**src/dlr_pkg.sv**
```systemverilog
// ----------------------------------------------------------------------------
// dlr_pkg
// Shared types and constants for the DDA line rasterizer.
// ----------------------------------------------------------------------------
package dlr_pkg;

    localparam int COORD_BITS_DEF = 12;
    localparam int FRAC_BITS_DEF  = 16;

    // op codes carried on s_tuser
    localparam logic OP_START   = 1'b0;
    localparam logic OP_ADVANCE = 1'b1;

    typedef enum logic [1:0] {
        ST_IDLE,
        ST_DIVIDE,
        ST_RUN
    } state_t;

    typedef struct packed {
        logic start;     // load a new line, emit its first pixel
        logic advance;   // step accumulators, emit next pixel
        logic load_inc;  // capture increments from the divider
    } cmd_t;

    typedef struct packed {
        logic out_free;    // output register can take a beat this cycle
        logic steps_zero;  // incoming line has zero length
        logic div_done;    // divider finishes this cycle
        logic last_pixel;  // next advance emits the final pixel
    } status_t;

endpackage

```
**src/dda_line_rasterizer.sv**
```systemverilog
// ----------------------------------------------------------------------------
// dda_line_rasterizer
// Fixed-point DDA line rasterizer, one pixel beat per start beat or per advance beat during a line.
// ----------------------------------------------------------------------------
// Input channel s_*: s_tuser carries op (0 = start a line, 1 = advance).
// A start beat carries both endpoints and yields the first pixel; each
// advance beat yields the next pixel, steps + 1 pixels per line, the final
// one flagged on m_tlast. An advance while no line is active is consumed
// and yields nothing; a start beat always restarts.
// Output channel m_*: one registered pixel beat, shown the cycle after the
// beat that caused it.
// Throughput: after a start beat of nonzero length the input stalls while
// the bit-serial divider forms both increments; advance beats then go one
// per cycle while m_tready holds, set by one accumulator add per axis per
// pixel. A zero-length line takes no division.
// When m_tready is low the output register holds its beat and s_tready
// drops until that beat is taken. Reset leaves the block idle with the
// output empty.
// ----------------------------------------------------------------------------
module dda_line_rasterizer #(
    parameter int  COORD_BITS = dlr_pkg::COORD_BITS_DEF,
    parameter int  FRAC_BITS  = dlr_pkg::FRAC_BITS_DEF,
    localparam int IN_W       = ((4 * COORD_BITS + 7) / 8) * 8,
    localparam int OUT_W      = ((2 * COORD_BITS + 7) / 8) * 8
) (
    input  logic                clk,
    input  logic                rst_n,
    input  logic                s_tvalid,
    output logic                s_tready,
    input  logic [IN_W-1:0]     s_tdata,   // start_x, start_y, end_x, end_y
    input  logic [0:0]          s_tuser,   // op
    output logic                m_tvalid,
    input  logic                m_tready,
    output logic [OUT_W-1:0]    m_tdata,   // pixel_x, pixel_y
    output logic                m_tlast    // last
);

    dlr_pkg::cmd_t         cmd;
    dlr_pkg::status_t      status;
    logic [COORD_BITS-1:0] pixel_x, pixel_y;

    dlr_controller u_controller (
        .clk      (clk),
        .rst_n    (rst_n),
        .in_valid (s_tvalid),
        .op       (s_tuser[0]),
        .status   (status),
        .in_ready (s_tready),
        .cmd      (cmd)
    );

    dlr_datapath #(
        .COORD_BITS (COORD_BITS),
        .FRAC_BITS  (FRAC_BITS)
    ) u_datapath (
        .clk       (clk),
        .rst_n     (rst_n),
        .cmd       (cmd),
        .start_x   (s_tdata[COORD_BITS-1:0]),
        .start_y   (s_tdata[2*COORD_BITS-1:COORD_BITS]),
        .end_x     (s_tdata[3*COORD_BITS-1:2*COORD_BITS]),
        .end_y     (s_tdata[4*COORD_BITS-1:3*COORD_BITS]),
        .out_ready (m_tready),
        .status    (status),
        .out_valid (m_tvalid),
        .pixel_x   (pixel_x),
        .pixel_y   (pixel_y),
        .last      (m_tlast)
    );

    assign m_tdata = OUT_W'({pixel_y, pixel_x});

endmodule

```
**src/dlr_divider.sv**
```systemverilog
// ----------------------------------------------------------------------------
// dlr_divider
// Two-lane restoring divider: q = a * 2^FRAC_BITS / d for a <= d, one bit
// per cycle. Both lanes share the divisor.
// ----------------------------------------------------------------------------
module dlr_divider #(
    parameter int COORD_BITS = dlr_pkg::COORD_BITS_DEF,
    parameter int FRAC_BITS  = dlr_pkg::FRAC_BITS_DEF
) (
    input  logic                  clk,
    input  logic                  rst_n,
    input  logic                  load,
    input  logic [COORD_BITS-1:0] a_x,
    input  logic [COORD_BITS-1:0] a_y,
    input  logic [COORD_BITS-1:0] divisor,
    output logic [FRAC_BITS:0]    q_x,
    output logic [FRAC_BITS:0]    q_y,
    output logic                  done
);

    localparam int CNT_W = $clog2(FRAC_BITS + 1);

    logic [COORD_BITS:0]   rem_x_reg, rem_x_next;
    logic [COORD_BITS:0]   rem_y_reg, rem_y_next;
    logic [FRAC_BITS:0]    q_x_reg, q_x_next;
    logic [FRAC_BITS:0]    q_y_reg, q_y_next;
    logic [COORD_BITS-1:0] div_reg;
    logic [CNT_W-1:0]      cnt_reg, cnt_next;
    logic                  run_reg, run_next;

    logic [COORD_BITS:0]   sh_x, sh_y, dv;
    logic                  ge_x, ge_y, final_step;

    assign dv         = {1'b0, div_reg};
    // first step takes the integer bit without shifting
    assign sh_x       = (cnt_reg == '0) ? rem_x_reg : {rem_x_reg[COORD_BITS-1:0], 1'b0};
    assign sh_y       = (cnt_reg == '0) ? rem_y_reg : {rem_y_reg[COORD_BITS-1:0], 1'b0};
    assign ge_x       = (sh_x >= dv);
    assign ge_y       = (sh_y >= dv);
    assign final_step = run_reg && (cnt_reg == CNT_W'(FRAC_BITS));

    always_comb
    begin
        rem_x_next = rem_x_reg;
        rem_y_next = rem_y_reg;
        q_x_next   = q_x_reg;
        q_y_next   = q_y_reg;
        cnt_next   = cnt_reg;
        run_next   = run_reg;
        if (load)
        begin
            rem_x_next = {1'b0, a_x};
            rem_y_next = {1'b0, a_y};
            q_x_next   = '0;
            q_y_next   = '0;
            cnt_next   = '0;
            run_next   = 1'b1;
        end
        else if (run_reg)
        begin
            rem_x_next = ge_x ? (sh_x - dv) : sh_x;
            rem_y_next = ge_y ? (sh_y - dv) : sh_y;
            q_x_next   = {q_x_reg[FRAC_BITS-1:0], ge_x};
            q_y_next   = {q_y_reg[FRAC_BITS-1:0], ge_y};
            cnt_next   = cnt_reg + CNT_W'(1);
            if (final_step)
            begin
                run_next = 1'b0;
            end
        end
    end

    always_ff @(posedge clk or negedge rst_n)
    begin
        if (!rst_n)
        begin
            cnt_reg <= '0;
            run_reg <= 1'b0;
        end
        else
        begin
            cnt_reg <= cnt_next;
            run_reg <= run_next;
        end
    end

    always_ff @(posedge clk)
    begin
        rem_x_reg <= rem_x_next;
        rem_y_reg <= rem_y_next;
        q_x_reg   <= q_x_next;
        q_y_reg   <= q_y_next;
        if (load)
        begin
            div_reg <= divisor;
        end
    end

    // quotient includes the bit decided in the final step
    assign q_x  = {q_x_reg[FRAC_BITS-1:0], ge_x};
    assign q_y  = {q_y_reg[FRAC_BITS-1:0], ge_y};
    assign done = final_step;

endmodule

```
**src/dlr_controller.sv**
```systemverilog
// ----------------------------------------------------------------------------
// dlr_controller
// Line sequencer: idle, increment division, pixel run.
// ----------------------------------------------------------------------------
module dlr_controller (
    input  logic             clk,
    input  logic             rst_n,
    input  logic             in_valid,
    input  logic             op,
    input  dlr_pkg::status_t status,
    output logic             in_ready,
    output dlr_pkg::cmd_t    cmd
);

    dlr_pkg::state_t state_reg, state_next;
    logic            accept;

    assign accept = in_valid && in_ready;

    always_comb
    begin
        state_next = state_reg;
        unique case (state_reg)
            dlr_pkg::ST_IDLE,
            dlr_pkg::ST_RUN:
            begin
                if (accept && (op == dlr_pkg::OP_START))
                begin
                    state_next = status.steps_zero ? dlr_pkg::ST_IDLE : dlr_pkg::ST_DIVIDE;
                end
                else if (accept && (state_reg == dlr_pkg::ST_RUN) && status.last_pixel)
                begin
                    state_next = dlr_pkg::ST_IDLE;
                end
            end
            dlr_pkg::ST_DIVIDE:
            begin
                if (status.div_done)
                begin
                    state_next = dlr_pkg::ST_RUN;
                end
            end
            default:
            begin
                state_next = dlr_pkg::ST_IDLE;
            end
        endcase
    end

    always_comb
    begin
        in_ready     = 1'b0;
        cmd.start    = 1'b0;
        cmd.advance  = 1'b0;
        cmd.load_inc = 1'b0;
        unique case (state_reg)
            dlr_pkg::ST_IDLE:
            begin
                in_ready  = status.out_free;
                cmd.start = in_valid && status.out_free && (op == dlr_pkg::OP_START);
            end
            dlr_pkg::ST_RUN:
            begin
                in_ready    = status.out_free;
                cmd.start   = in_valid && status.out_free && (op == dlr_pkg::OP_START);
                cmd.advance = in_valid && status.out_free && (op == dlr_pkg::OP_ADVANCE);
            end
            dlr_pkg::ST_DIVIDE:
            begin
                cmd.load_inc = status.div_done;
            end
            default:
            begin
                in_ready = 1'b0;
            end
        endcase
    end

    always_ff @(posedge clk or negedge rst_n)
    begin
        if (!rst_n)
        begin
            state_reg <= dlr_pkg::ST_IDLE;
        end
        else
        begin
            state_reg <= state_next;
        end
    end

endmodule

```
**src/dlr_datapath.sv**
```systemverilog
// ----------------------------------------------------------------------------
// dlr_datapath
// Endpoint deltas, increment divider, position accumulators, output register.
// ----------------------------------------------------------------------------
module dlr_datapath #(
    parameter int COORD_BITS = dlr_pkg::COORD_BITS_DEF,
    parameter int FRAC_BITS  = dlr_pkg::FRAC_BITS_DEF
) (
    input  logic                  clk,
    input  logic                  rst_n,
    input  dlr_pkg::cmd_t         cmd,
    input  logic [COORD_BITS-1:0] start_x,
    input  logic [COORD_BITS-1:0] start_y,
    input  logic [COORD_BITS-1:0] end_x,
    input  logic [COORD_BITS-1:0] end_y,
    input  logic                  out_ready,
    output dlr_pkg::status_t      status,
    output logic                  out_valid,
    output logic [COORD_BITS-1:0] pixel_x,
    output logic [COORD_BITS-1:0] pixel_y,
    output logic                  last
);

    localparam int ACC_W = COORD_BITS + 1 + FRAC_BITS;
    localparam int INC_W = FRAC_BITS + 2;

    logic [COORD_BITS:0]   dx, dy, ndx, ndy;
    logic [COORD_BITS-1:0] adx, ady, steps;
    logic [FRAC_BITS:0]    q_x, q_y;
    logic                  div_done;

    logic [ACC_W-1:0]      acc_x_reg, acc_y_reg, acc_x_next, acc_y_next;
    logic [ACC_W-1:0]      rnd_x, rnd_y, half;
    logic [INC_W-1:0]      inc_x_reg, inc_y_reg, pq_x, pq_y;
    logic [COORD_BITS-1:0] left_reg;
    logic                  neg_x_reg, neg_y_reg;
    logic                  valid_reg;
    logic [COORD_BITS-1:0] px_reg, py_reg;
    logic                  last_reg;

    assign dx  = {1'b0, end_x} - {1'b0, start_x};
    assign dy  = {1'b0, end_y} - {1'b0, start_y};
    assign ndx = -dx;
    assign ndy = -dy;
    assign adx = dx[COORD_BITS] ? ndx[COORD_BITS-1:0] : dx[COORD_BITS-1:0];
    assign ady = dy[COORD_BITS] ? ndy[COORD_BITS-1:0] : dy[COORD_BITS-1:0];
    assign steps = (adx > ady) ? adx : ady;

    dlr_divider #(
        .COORD_BITS (COORD_BITS),
        .FRAC_BITS  (FRAC_BITS)
    ) u_divider (
        .clk     (clk),
        .rst_n   (rst_n),
        .load    (cmd.start && (steps != '0)),
        .a_x     (adx),
        .a_y     (ady),
        .divisor (steps),
        .q_x     (q_x),
        .q_y     (q_y),
        .done    (div_done)
    );

    // truncation toward zero: divide magnitudes, then restore the sign
    assign pq_x = {1'b0, q_x};
    assign pq_y = {1'b0, q_y};

    assign acc_x_next = acc_x_reg + {{(ACC_W-INC_W){inc_x_reg[INC_W-1]}}, inc_x_reg};
    assign acc_y_next = acc_y_reg + {{(ACC_W-INC_W){inc_y_reg[INC_W-1]}}, inc_y_reg};

    // round half up
    assign half  = {{(ACC_W-1){1'b0}}, 1'b1} << (FRAC_BITS - 1);
    assign rnd_x = acc_x_next + half;
    assign rnd_y = acc_y_next + half;

    always_ff @(posedge clk or negedge rst_n)
    begin
        if (!rst_n)
        begin
            valid_reg <= 1'b0;
            left_reg  <= '0;
        end
        else
        begin
            if (cmd.start || cmd.advance)
            begin
                valid_reg <= 1'b1;
            end
            else if (out_ready)
            begin
                valid_reg <= 1'b0;
            end
            if (cmd.start)
            begin
                left_reg <= steps;
            end
            else if (cmd.advance)
            begin
                left_reg <= left_reg - COORD_BITS'(1);
            end
        end
    end

    always_ff @(posedge clk)
    begin
        if (cmd.start)
        begin
            acc_x_reg <= {1'b0, start_x, {FRAC_BITS{1'b0}}};
            acc_y_reg <= {1'b0, start_y, {FRAC_BITS{1'b0}}};
            neg_x_reg <= dx[COORD_BITS];
            neg_y_reg <= dy[COORD_BITS];
            px_reg    <= start_x;
            py_reg    <= start_y;
            last_reg  <= (steps == '0);
        end
        else if (cmd.advance)
        begin
            acc_x_reg <= acc_x_next;
            acc_y_reg <= acc_y_next;
            px_reg    <= rnd_x[FRAC_BITS+COORD_BITS-1:FRAC_BITS];
            py_reg    <= rnd_y[FRAC_BITS+COORD_BITS-1:FRAC_BITS];
            last_reg  <= (left_reg == COORD_BITS'(1));
        end
        if (cmd.load_inc)
        begin
            inc_x_reg <= neg_x_reg ? -pq_x : pq_x;
            inc_y_reg <= neg_y_reg ? -pq_y : pq_y;
        end
    end

    assign status.out_free   = !valid_reg || out_ready;
    assign status.steps_zero = (steps == '0);
    assign status.div_done   = div_done;
    assign status.last_pixel = (left_reg == COORD_BITS'(1));

    assign out_valid = valid_reg;
    assign pixel_x   = px_reg;
    assign pixel_y   = py_reg;
    assign last      = last_reg;

endmodule
```
**config.mk**
```make
export PLATFORM = sky130hd
export DESIGN_NAME = dda_line_rasterizer
export DESIGN_NICKNAME = d
export VERILOG_FILES = /design/src/dlr_pkg.sv /design/src/dda_line_rasterizer.sv /design/src/dlr_divider.sv /design/src/dlr_controller.sv /design/src/dlr_datapath.sv
export SDC_FILE = /design/constraint.sdc
export NUM_CORES = 1
export LEC_CHECK = 0
export BUFFER_PORTS_ARGS = -buffer_cell sky130_fd_sc_hd__buf_2
export CAP_MARGIN = 20
export CELL_PAD_IN_SITES_DETAIL_PLACEMENT = 0
export CELL_PAD_IN_SITES_GLOBAL_PLACEMENT = 2
export CORE_ASPECT_RATIO = 0.7
export CORE_MARGIN = 5
export CORE_UTILIZATION = 26
export DETAILED_ROUTE_END_ITERATION = 10
export GPL_ROUTABILITY_DRIVEN = 0
export PLACE_DENSITY = 0.57
export SLEW_MARGIN = 5
export SYNTH_ARGS = -nofsm -noshare
export SYNTH_HDL_FRONTEND = slang
export SYNTH_HIERARCHICAL = 1
export SYNTH_SLANG_ARGS = --single-unit
```
**constraint.sdc**
```tcl
create_clock -name clk -period 5.62 [get_ports clk]
set_clock_uncertainty 0.2 [all_clocks]
set_input_delay 0.562 -clock clk [delete_from_list [all_inputs] [get_ports clk]]
set_output_delay 0.562 -clock clk [all_outputs]
set_load 0.02 [all_outputs]
```
# ---- Word level (Yosys, flattened, before mapping)
# Cells that the tools add are included.
dict set report totals {
  memories 0
  ramBits 0
  output_inout_bits 27
  register_bits 212
  elab_cells 111
  inputBits 53
  romBits 0
  latch_bits 0
}
dict set report classes {
  eq_ne 6
  n_lt_le_gt_ge 3
  n_reduce_logical 21
  mul 0
  add_sub_neg 14
  shift 0
  n_mux 41
  div_mod_pow 0
  n_bitwise 1
}
# cell count
set op_table {}
lappend op_table {{12-bit 2-to-1 mux} 13}
lappend op_table {{28-bit 2-to-1 mux} 4}
lappend op_table {{29-bit adder} 2}
lappend op_table {{28-bit by 16-bit adder with 28-bit output, second input constant} 2}
lappend op_table {{13-bit 2-to-1 mux} 4}
lappend op_table {{17-bit negator with 18-bit output} 2}
lappend op_table {{17-bit 2-to-1 mux} 2}
lappend op_table {{13-bit by 12-bit >= comparator with 1-bit output} 2}
lappend op_table {{12-bit by 12-bit subtractor with 13-bit output} 2}
lappend op_table {{13-bit by 12-bit subtractor with 13-bit output} 2}
lappend op_table {{12-bit negator} 2}
lappend op_table {{12-bit by 1-bit equality test with 1-bit output, second input constant} 1}
lappend op_table {{12-bit greater-than comparator} 1}
lappend op_table {{12-bit logical NOT} 1}
lappend op_table {{1-bit 2-to-1 mux} 12}
lappend op_table {{12-bit nonzero test} 1}
lappend op_table {{12-bit by 1-bit subtractor with 12-bit output, second input constant} 1}
lappend op_table {{5-bit 2-to-1 mux} 2}
lappend op_table {{1-bit logical AND} 9}
lappend op_table {{2-bit 2-to-1 mux} 3}
lappend op_table {{2-bit nonzero test} 3}
lappend op_table {{5-bit by 1-bit adder with 5-bit output, second input constant} 1}
lappend op_table {{5-bit equality test, second input constant} 1}
lappend op_table {{5-bit logical NOT} 1}
lappend op_table {{11 further kinds} 12}

# ---- Depth between registers and ports, before layout
# Gate-level depths: netlist of run 1.
dict set report logic_depth {
  depth_word 9
  depth_mapped 28
  ltp_nobuf 25
}

# ---- Cells and area by module
# Netlist of run 1, hierarchy kept.
# module area_per_inst_um2 cells_per_inst n_inst seq_area_each_um2
set modules_own_cells {}
lappend modules_own_cells {dlr_datapath 11682.5 1358 1 3578.4}
lappend modules_own_cells {dlr_divider 4546.9 455 1 1911.8}
lappend modules_own_cells {dlr_controller 133.9 14 1 50.0}

# ---- Worst setup path before layout of run 1
# Ideal clock, no wire load.
dict set report synth_timing {
  path_kind {input to register}
  startpoint {input port s_tdata[36]}
  endpoint {register u_datapath.u_divider.rem_x_reg[2], data pin}
  setup_slack_ns -1.095
  required_ns 5.150
  t_arrival_ns 6.245
  cell_stages 25
  setup_time_ns 0.270
  path_buffers 4
  cell_sequence {inv_1 > ha_1 > inv_1 > fa_1 > a21oi_1 > nor3_1 > or4b_1 > buf_2 > nor4_4 > nand3_1 > o31ai_2 > xnor2_1 > inv_1 > ha_1 > nand4_1 > o21bai_1 > a21oi_1 > buf_1 > mux2_2 > or4_4 > o31a_1 > inv_1 > clkbuf_1 > clkbuf_1 > a21oi_1}
}
dict set report synth_between {
  elab_chain_cells 8
}
# item line
set synth_lines {}
lappend synth_lines {{start: declaration} dda_line_rasterizer.sv:30} ;# input logic [IN_W-1:0] s_tdata,
lappend synth_lines {{12-bit by 12-bit subtractor with 13-bit output *} dlr_datapath.sv:42} ;# assign dy = {1'b0, end_y} - {1'b0, start_y};
lappend synth_lines {{12-bit negator} dlr_datapath.sv:44} ;# assign ndy = -dy;
lappend synth_lines {{12-bit 2-to-1 mux *} dlr_datapath.sv:46} ;# assign ady = dy[COORD_BITS] ? ndy[COORD_BITS-1:0] : dy[COORD_BITS-1:0];
lappend synth_lines {{via u_datapath.ady[11]} dlr_datapath.sv:28} ;# logic [COORD_BITS-1:0] adx, ady, steps;
lappend synth_lines {{12-bit greater-than comparator *} dlr_datapath.sv:47} ;# assign steps = (adx > ady) ? adx : ady;
lappend synth_lines {{12-bit 2-to-1 mux *} dlr_datapath.sv:47}
lappend synth_lines {{via u_datapath.steps[8]} dlr_datapath.sv:28}
lappend synth_lines {{12-bit nonzero test *} dlr_datapath.sv:55} ;# .load (cmd.start && (steps != '0)),
lappend synth_lines {{1-bit logical AND *} dlr_datapath.sv:55}
lappend synth_lines {{12-bit 2-to-1 mux *} dlr_divider.sv:50} ;# if (load)
lappend synth_lines {{via u_datapath.u_divider.rem_x_next[2]} dlr_divider.sv:23} ;# logic [COORD_BITS:0] rem_x_reg, rem_x_next;
lappend synth_lines {{end signal: assignment} dlr_divider.sv:89} ;# rem_x_reg <= rem_x_next;
lappend synth_lines {{end: declaration} dlr_divider.sv:23}
# Mark *: on every way through the listed nets, which the timed path passes. The rest lies on a longest branch.
# A chain may end at the register's enable or synchronous reset.

# ---- Worst setup path after layout of run 1
dict set report layout_timing {
  startpoint {input port s_tdata[36]}
  endpoint {register u_datapath.u_divider.rem_x_reg[11], data pin}
}
# The elaborated chain is that of the path after synthesis.

==> results of run 1 <==
## layer usage
layer / vias to the layer above / share of wire (%) / global-route usage (%)
met3: 57 / 6.5 / 3.50
li1: 7260 / - / -
met2: 305 / 37 / 21.1
met4: 8 / 1.4 / 2.18
met5: - / 0.083 / 0
met1: 7004 / 55 / 26.9
## Yosys cell counts (6+ instances only)
cell and n:
a211o_1 8, a211oi_1 19, a21o_1 37, a21oi_1 108, a31oi_1 19, and2_1 8, and3_1 9, and4_1 8
buf_1 10, buf_4 6, clkbuf_1 50, dfrtp_1 21, dfxtp_1 66, edfxtp_1 123, fa_1 6, ha_1 124
inv_1 100, mux2_2 32, mux2i_1 69, nand2_1 151, nand2b_1 22, nand3_1 40, nand4_1 28, nor2_1 180
nor2b_1 18, nor3_1 37, nor4_1 17, o211ai_1 17, o21a_1 33, o21ai_0 102, o21ai_1 14, o21bai_1 7
o221ai_1 7, o22ai_1 9, o31a_1 13, o31ai_1 18, o41ai_1 10, or2_2 9, or3_1 16, or4_1 11
xnor2_1 103, xor2_1 40
## layout make-up
type                    count  area (µm²)  area share (%)
multi-input cells        1444       10500            50.9
inverters                 102         405            1.96
well taps                 829        1040            5.01
repair buffers            295        2280            11.0
clock buffers              35         716            3.46
flip-flops and latches    210        5540            26.8
clock inverters            13         171           0.828
diodes                      3        7.51          0.0363
## worst min path at each step
| stage | startpoint | endpoint | slack, ns | depth (start not counted) |
|---|---|---|---|---|
| after CTS | s_tuser | u_controller/state_reg[0] | 0.04 | 2 |
| after global placement | u_datapath/acc_y_reg[4] | u_datapath/acc_y_reg[4] | 0.25 | 2 |
| after floorplan | rst_n | u_controller/state_reg[0] | 0.07 | 0 |
| after detailed placement | u_datapath/acc_y_reg[4] | u_datapath/acc_y_reg[4] | 0.26 | 2 |
| final | s_tuser | u_controller/state_reg[0] | 0.08 | 2 |
| after global routing | s_tuser | u_controller/state_reg[0] | 0.06 | 2 |
## layout by cell type, fill, tap and decap left out, drive strengths merged, types with 13 or more instances in the layout
master  netlist  routed
edfxtp      123     123
dfxtp        66      66
clkbuf       50      40
o31a         13      13
nor2        181     181
o21ai       119     119
nor3         37      37
nor4         19      19
dfrtp        21      21
a21oi       109     109
buf          21     289
mux2i        69      69
o31ai        19      19
a31oi        20      20
nand2b       22      22
nand4        28      28
o211ai       18      18
xor2         40      40
inv         100     100
a21o         37      37
a211oi       19      19
nand3        41      41
nor2b        19      19
o21a         33      33
ha          124     124
nand2       154     154
mux2         33      33
or3          16      16
xnor2       103     103
## timing repair
item                       in CTS  in global routing
cloned                          0                  6
hold endpoints to repair       21                  0
setup endpoints to repair      73                 99
buffers inserted                2                 21
resized for setup               7                 92
pin swaps                       3                 40
hold buffers                    1                  0
## cell families (layout without fill, tap and decap cells)
kind of cell    count (synthesis)  after routing
xor+xnor                      143            143
buf+inv                       173            445
mux                           102            102
fa+ha+maj                     130            130
compound gates                486            486
simple gates                  583            583
other cells                     0              3
flops                         210            210
## worst max-delay path, delay by kind of cell
family / cells / cell delay (ns)
adder cells (fa/ha/maj): 3 / 0.83
XOR/XNOR: 1 / 0.17
multiplexers: 1 / 0.30
buffers and inverters: 6 / 0.61
AO/OA/AOI/OAI: 6 / 1.60
AND/OR/NAND/NOR: 6 / 1.75
## through the flow
step                      hold WS, ns  setup TNS [ns]  instances
after global routing           0.0648          -15.26       2928
after CTS                      0.0369               0       2900
after global placement          0.253          -55.26       2849
after floorplan                0.0664           -8.67       1827
after detailed placement        0.261          -70.58       2849
final                          0.0811           -2.00       2931
## power breakdown
part	switching, W	internal, W	leakage, nW
logic	0.00277	0.00232	6.27
clock network	0.000738	0.00104	0.424
registers	0.000345	0.00221	1.95
==> summary.md, run 1 <==
| Metric | Value |
|---|---|
| Critical path launch point | s_tdata[36] |
| Largest net degree at the start of global routing | between 60 and 70 |
| Share of layout cells above drive strength 1 | 22.6% |
| Multiplexer share of the synthesized area | 6.51% |
| Cell taking the most area after synthesis | edfxtp_1 |
| Synth area leaders | edfxtp_1 (23%), ha_1 (9.5%), dfxtp_1 (8.1%), xnor2_1 (5.5%), mux2i_1 (4.2%) |
| RSZ-0062 raised after global routing | true |
| Crit path max fanout | 7 |
| Syn Area/Cell | approximately 9 µm² |
| Area Growth Syn to Fin | 26.6% |
| Fillers | 6542 |
| First-pass DRT Iterations | 5 |
| Synth Area in XOR/XNOR | roughly 7.7% |
| Failing checks | negative setup slack |
| Initial Utilization | around a quarter |
| Fmax | 0.175 GHz |
| First-pass GRT wire length | 85.3 mm |
| Row cnt | 77 |
| Simple-Gate Fraction of Synth Area | about 17% |
| Dpl hpwl | approximately 45 mm |
| Die X-Extent | roughly 310 µm |
| Vias in the first global route | between 10000 and 15000 |
| Relative slew slack | 29.3% |
| Clk sink count | 210 |
| WP data required | 5.74 ns |
| Ports | 80 |
| R2R Setup Slk | 0.35 ns |
| Async SR Flop Fraction | roughly 10% |
| Register area share after synthesis | between 30% and 40% |
| Synth Area in Adders | between 10% and 20% |
| Die H | 220 µm |
| Critical Path AT | 5.83 ns |
| DRC viols | 0 |
| R2R cell count | 15 |
| Largest stage delay, worst path | 0.56 ns |
| Global route total overflow | 0 |
| Total global-route track usage | ~16% |
| Synth Cell Area | ~0.016 mm² |
| Number of I/O port buffers | 79 |
| Setup violators final | 49 |
| Post-Synthesis Cells | 1827 |
| FF+latch count, synth | 210 |
| Commonest register cell after synthesis | edfxtp_1 |
| Antenna viol nets, final | 0 |
| RR Startpoint | u_datapath/u_divider/cnt_reg[0] |
| Final WL | around 58 mm |
| Critical path type | in -> reg |
| Share of the synthesized area in the top cell type | a little under a quarter |
| End-of-flow core utilization | between 30% and 40% |
| Startpoint types | input port |
| Worst VDD drop | 202 µV |
| Hold Violations, Final | 0 |
| Reg2reg end | u_datapath/inc_x_reg[17] |
| H-tree Lvls | 1 |
| Design Area, Final | around 0.021 mm² |
| DRT iter0 DRCs | between 900 and 1000 |
| Final worst-path cycle share | 102% |
| Setup WS post-layout | -0.0875 ns |
| Status | finished with violations |
| Pins Over Slew Limit | 0 |
| Via-to-Cell Ratio | between 4 and 5 |
| CTS tree | done |
| Synth Net Count | around 2000 |
| Bufs on Longest Clock Path | 3 |
| Initial antenna violation count | 11 |
| Clk Tree Root Cell | clkbuf_16 |
| Drt wl/cell | between 15 and 20 µm |
| Placed inst area | approximately 0.019 mm² |
| Slowest-stage cell, CP | or4b_4 |
| Hold crit path type | in -> reg |
| Setup crit end | u_datapath/u_divider/rem_x_reg[11] |
| Worst path cell trace | buf_12, inv_12, ha_4, inv_2, fa_2, a21oi_4, nor3_2, or4b_4, nor4_4, nand3_1, o31ai_2, xnor2_1, inv_1, ha_4, nand4_1, o21bai_4, a21oi_4, buf_8, mux2_4, or4_4, o31a_4, buf_8, a221o_1 |
| Die area | between 0.06 and 0.07 mm² |
| Worst-path clk slew | 0.07 ns |
| Largest family of logic cells by synthesized area | compound AO/OA/AOI/OAI gates |
| Final nets | approximately 2300 |
| Max-cap violations | 0 |
| Cell leakage power | 8.65 nW |
| Compound-Gate Fraction of Synth Area | 20.1% |
| Pwr Total | ~0.0094 W |
| TritonCTS Buffers | 26 |
| Pre-CTS setup slack | -0.819 ns |
| Synth warnings | 6 |
| EDFF count, synth | between 100 and 150 |
| Worst-Skew Late Latency | about 0.58 ns |
| Crit path capture type | flop |
| Library cells used by synthesis | 96 |
| Worst-Margin Slew | 1.06 ns |
| DR vias | between 10000 and 15000 |
| Tmin final | 5.71 ns |
| P per Cell Area | between 400 and 500 mW/mm² |
| Core ar. | roughly 0.063 mm² |
Note: power is estimated with default switching activity, not from simulation.
==> run 2, diff against run 1 <==
--- a/config.mk
+++ b/config.mk
@@ -14,7 +14,8 @@
 export CORE_UTILIZATION = 26
 export DETAILED_ROUTE_END_ITERATION = 10
 export GPL_ROUTABILITY_DRIVEN = 0
-export PLACE_DENSITY = 0.57
+export PLACE_DENSITY = 0.55
+export SETUP_SLACK_MARGIN = 0.4
 export SLEW_MARGIN = 5
 export SYNTH_ARGS = -nofsm -noshare
 export SYNTH_HDL_FRONTEND = slang
==> constraint.sdc (replaced) <==
create_clock -name clk -period 6.9 [get_ports clk]
set_clock_uncertainty 0.2 [all_clocks]
set_input_delay 0.69 -clock clk [delete_from_list [all_inputs] [get_ports clk]]
set_output_delay 0.69 -clock clk [all_outputs]
set_load 0.02 [all_outputs]
==> run 2 against run 1 <==
  * The flow now finishes without violations
  * Highest routed layer unchanged
  * Critical path type unchanged
  * Sequential power decreased by 18%
  * Sequential share of layout area increased by 2.6 points
  * Wire length decreased by 3.4%
  * Non-clock buffer count decreased by 168
  * Clock power decreased by 18%
==> summary.md, run 2 (same netlist as run 1, synthesis figures left out) <==
| Metric | Value |
|---|---|
| Share of layout cells above drive strength 1 | 12.7% (was 22.6%) |
| Worst VDD drop | 167 µV (was 202 µV) |
| TritonCTS Buffers | 26 (unchanged) |
| RSZ-0062 raised after global routing | false (was true) |
| Relative slew slack | 33.4% (was 29.3%) |
| Pins Over Slew Limit | 0 (unchanged) |
| Top cell by count, worst path | inv_1 |
| Ant. Diodes | 0 (was 3) |
| Worst-Margin Slew | 0.986 ns (was 1.06 ns) |
| Setup WS post-layout | 0.789 ns (was -0.0875 ns) |
| Dpl hpwl | 43.7 mm (was 45.0 mm) |
| Number of I/O port buffers | 79 (unchanged) |
| Die H | 220 µm (unchanged) |
| Hold crit path type | in -> reg (unchanged) |
| Startpoint types | input port (unchanged) |
| Worst-Skew Late Latency | 0.57 ns (was 0.58 ns) |
| Bufs on Longest Clock Path | 3 (unchanged) |
| Global route total overflow | 0 (unchanged) |
| Ports | 80 (unchanged) |
| Via-to-Cell Ratio | 5.05 (was 4.99) |
| P per Cell Area | 377 mW/mm² (was 455 mW/mm²) |
| Area Growth Syn to Fin | 15.2% (was 26.6%) |
| Max-cap violations | 0 (unchanged) |
| Die X-Extent | 310 µm (unchanged) |
| Drt wl/cell | 20.1 µm (was 19.6 µm) |
| CTS tree | done (unchanged) |
| Final WL | 55.5 mm (was 57.5 mm) |
| Crit path capture type | flop (unchanged) |
| Final nets | 2094 (was 2262) |
| Antenna viol nets, final | 0 (unchanged) |
| Setup Buffers After CTS | 0 (was 2) |
| Critical path type | in -> reg (unchanged) |
| DR vias | 13900 (was 14600) |
| Clk Tree Root Cell | clkbuf_16 (unchanged) |
| Status | complete, no violations (was finished with violations) |
| Largest stage delay, worst path | 0.67 ns (was 0.56 ns) |
| Vias in the first global route | 13300 (was 13800) |
| WP data required | 7.13 ns (was 5.74 ns) |
| Cell leakage power | 7.70 nW (was 8.65 nW) |
| Hold Violations, Final | 0 (unchanged) |
| Crit path max fanout | 21 (was 7) |
| Setup crit end | u_datapath/u_divider/rem_y_reg[10] (was u_datapath/u_divider/rem_x_reg[11]) |
| DRT iter0 DRCs | 1012 (was 931) |
| Critical path launch point | s_tdata[14] (was s_tdata[36]) |
| Final worst-path cycle share | between 80 and 90% |
| Hold path startpoint | s_tuser (unchanged) |
| Row cnt | 77 (unchanged) |
| Core ar. | 0.0627 mm² (unchanged) |
| First-pass GRT wire length | 83.7 mm (was 85.3 mm) |
| Total global-route track usage | 15.9% (was 16.2%) |
| Setup violators final | 0 (was 49) |
| Tmin final | about 6 ns |
| Commonest non-fill, non-tap cell in the layout | nor2_1 (was buf_4) |
| Reg2reg end | u_datapath/inc_x_reg[17] (unchanged) |
| R2R Setup Slk | 1.36 ns (was 0.35 ns) |
| Largest net degree at the start of global routing | 46 (was 64) |
| Initial Utilization | 26.1% (unchanged) |
| First-pass DRT Iterations | 5 (unchanged) |
| Clk sink count | 210 (unchanged) |
| Final TNS setup | 0 ns (was -2.00 ns) |
| Slowest-stage cell, CP | xor2_1 (was or4b_4) |
| Pre-CTS setup slack | 0.143 ns (was -0.819 ns) |
| Critical Path AT | 6.34 ns (was 5.83 ns) |
| H-tree Lvls | 1 (unchanged) |
| Die area | 0.0681 mm² (unchanged) |
| R2R cell count | 13 (was 15) |
| Fmax | about 0.16 GHz |
| RR Startpoint | u_datapath/u_divider/cnt_reg[0] (unchanged) |
| Worst-path clk slew | 0.07 ns (about the same) |
| Most frequent cells in the layout | nor2_1 (178), nand2_1 (150), ha_1 (124), edfxtp_1 (123), a21oi_1 (107) (was buf_4 (188), nor2_1 (159), nand2_1 (143), edfxtp_1 (123), ha_1 (122)) |
| Initial antenna violation count | 3 (was 11) |
| DRC viols | 0 (unchanged) |
## run 2: cell types whose count changed in the layout (fill, tap and decap cells not counted), moves of 5 or more
cell,delta
buf_6,-10
a21oi_2,-13
nor2_1,+19
nor2_4,-14
nand2_1,+7
clkbuf_1,-5
buf_4,-145
a21oi_1,+14
nor2_2,-5
buf_8,-5
## run 2: metal layers
| metal | part of all wire (%) | global-route usage, % | vias up |
|---|---|---|---|
| met4 | 1.5 | 2.43 | 6 |
| met2 | 36 | 20.7 | 281 |
| met5 | 0.079 | 0 | - |
| met3 | 5.5 | 2.92 | 49 |
| met1 | 57 | 26.6 | 6686 |
| li1 | - | - | 6913 |
## run 2: worst max-delay path, delay by kind of cell
family,cells,cell delay (ns)
AO/OA/AOI/OAI,9,1.80
XOR/XNOR,2,1.04
adder cells (fa/ha/maj),2,0.72
buffers and inverters,7,0.96
AND/OR/NAND/NOR,6,1.12
## run 2: power breakdown
| group | switching, W | internal (W) | total, W | leakage, nW |
|---|---|---|---|---|
| logic | 0.00205 | 0.00151 | 0.00356 | 5.29 |
| registers | 0.000285 | 0.00180 | 0.00208 | 1.95 |
| clock network | 0.000598 | 0.000863 | 0.00146 | 0.457 |
## run 2: worst min-delay path by stage
| stage | end | slack [ns] | depth (start not counted) |
|---|---|---|---|
| after floorplan | u_controller/state_reg[0] | 0.19 | 0 |
| final | u_controller/state_reg[0] | 0.23 | 2 |
| after detailed placement | u_datapath/acc_y_reg[5] | 0.26 | 2 |
| after global placement | u_datapath/acc_y_reg[5] | 0.26 | 2 |
| after CTS | u_controller/state_reg[0] | 0.20 | 2 |
| after global routing | u_controller/state_reg[0] | 0.22 | 2 |
## run 2: what timing repair did
| item | in CTS | in global routing |
|---|---|---|
| gates resized for setup | 0 | 2 |
| endpoints found under the setup margin | 0 | 14 |
| endpoints found under the hold margin | 21 | 0 |
| hold buffers | 1 | 0 |
## run 2: cell type report
class                           instances  area [µm²]
Clock buffer                           36         813
Inverter                              102         388
Tap cell                              829        1040
Multi-Input combinational cell       1444       10200
Clock inverter                         12        92.6
Sequential cell                       210        5540
Fill cell                            6659       43900
Timing Repair Buffer                  127         800
## run 2: through the flow
stage	total power [W]	cell area (µm²)	std cells	hold slack (ns)	util [%]
after floorplan	0.00462	16400	1827	0.194	-
final	0.00710	18800	2760	0.231	30.0
after detailed placement	0.00564	17900	2709	0.261	28.5
after global placement	0.00565	17900	2709	0.256	28.5
after global routing	0.00765	18800	2760	0.216	30.0
after CTS	0.00716	18800	2758	0.198	30.0
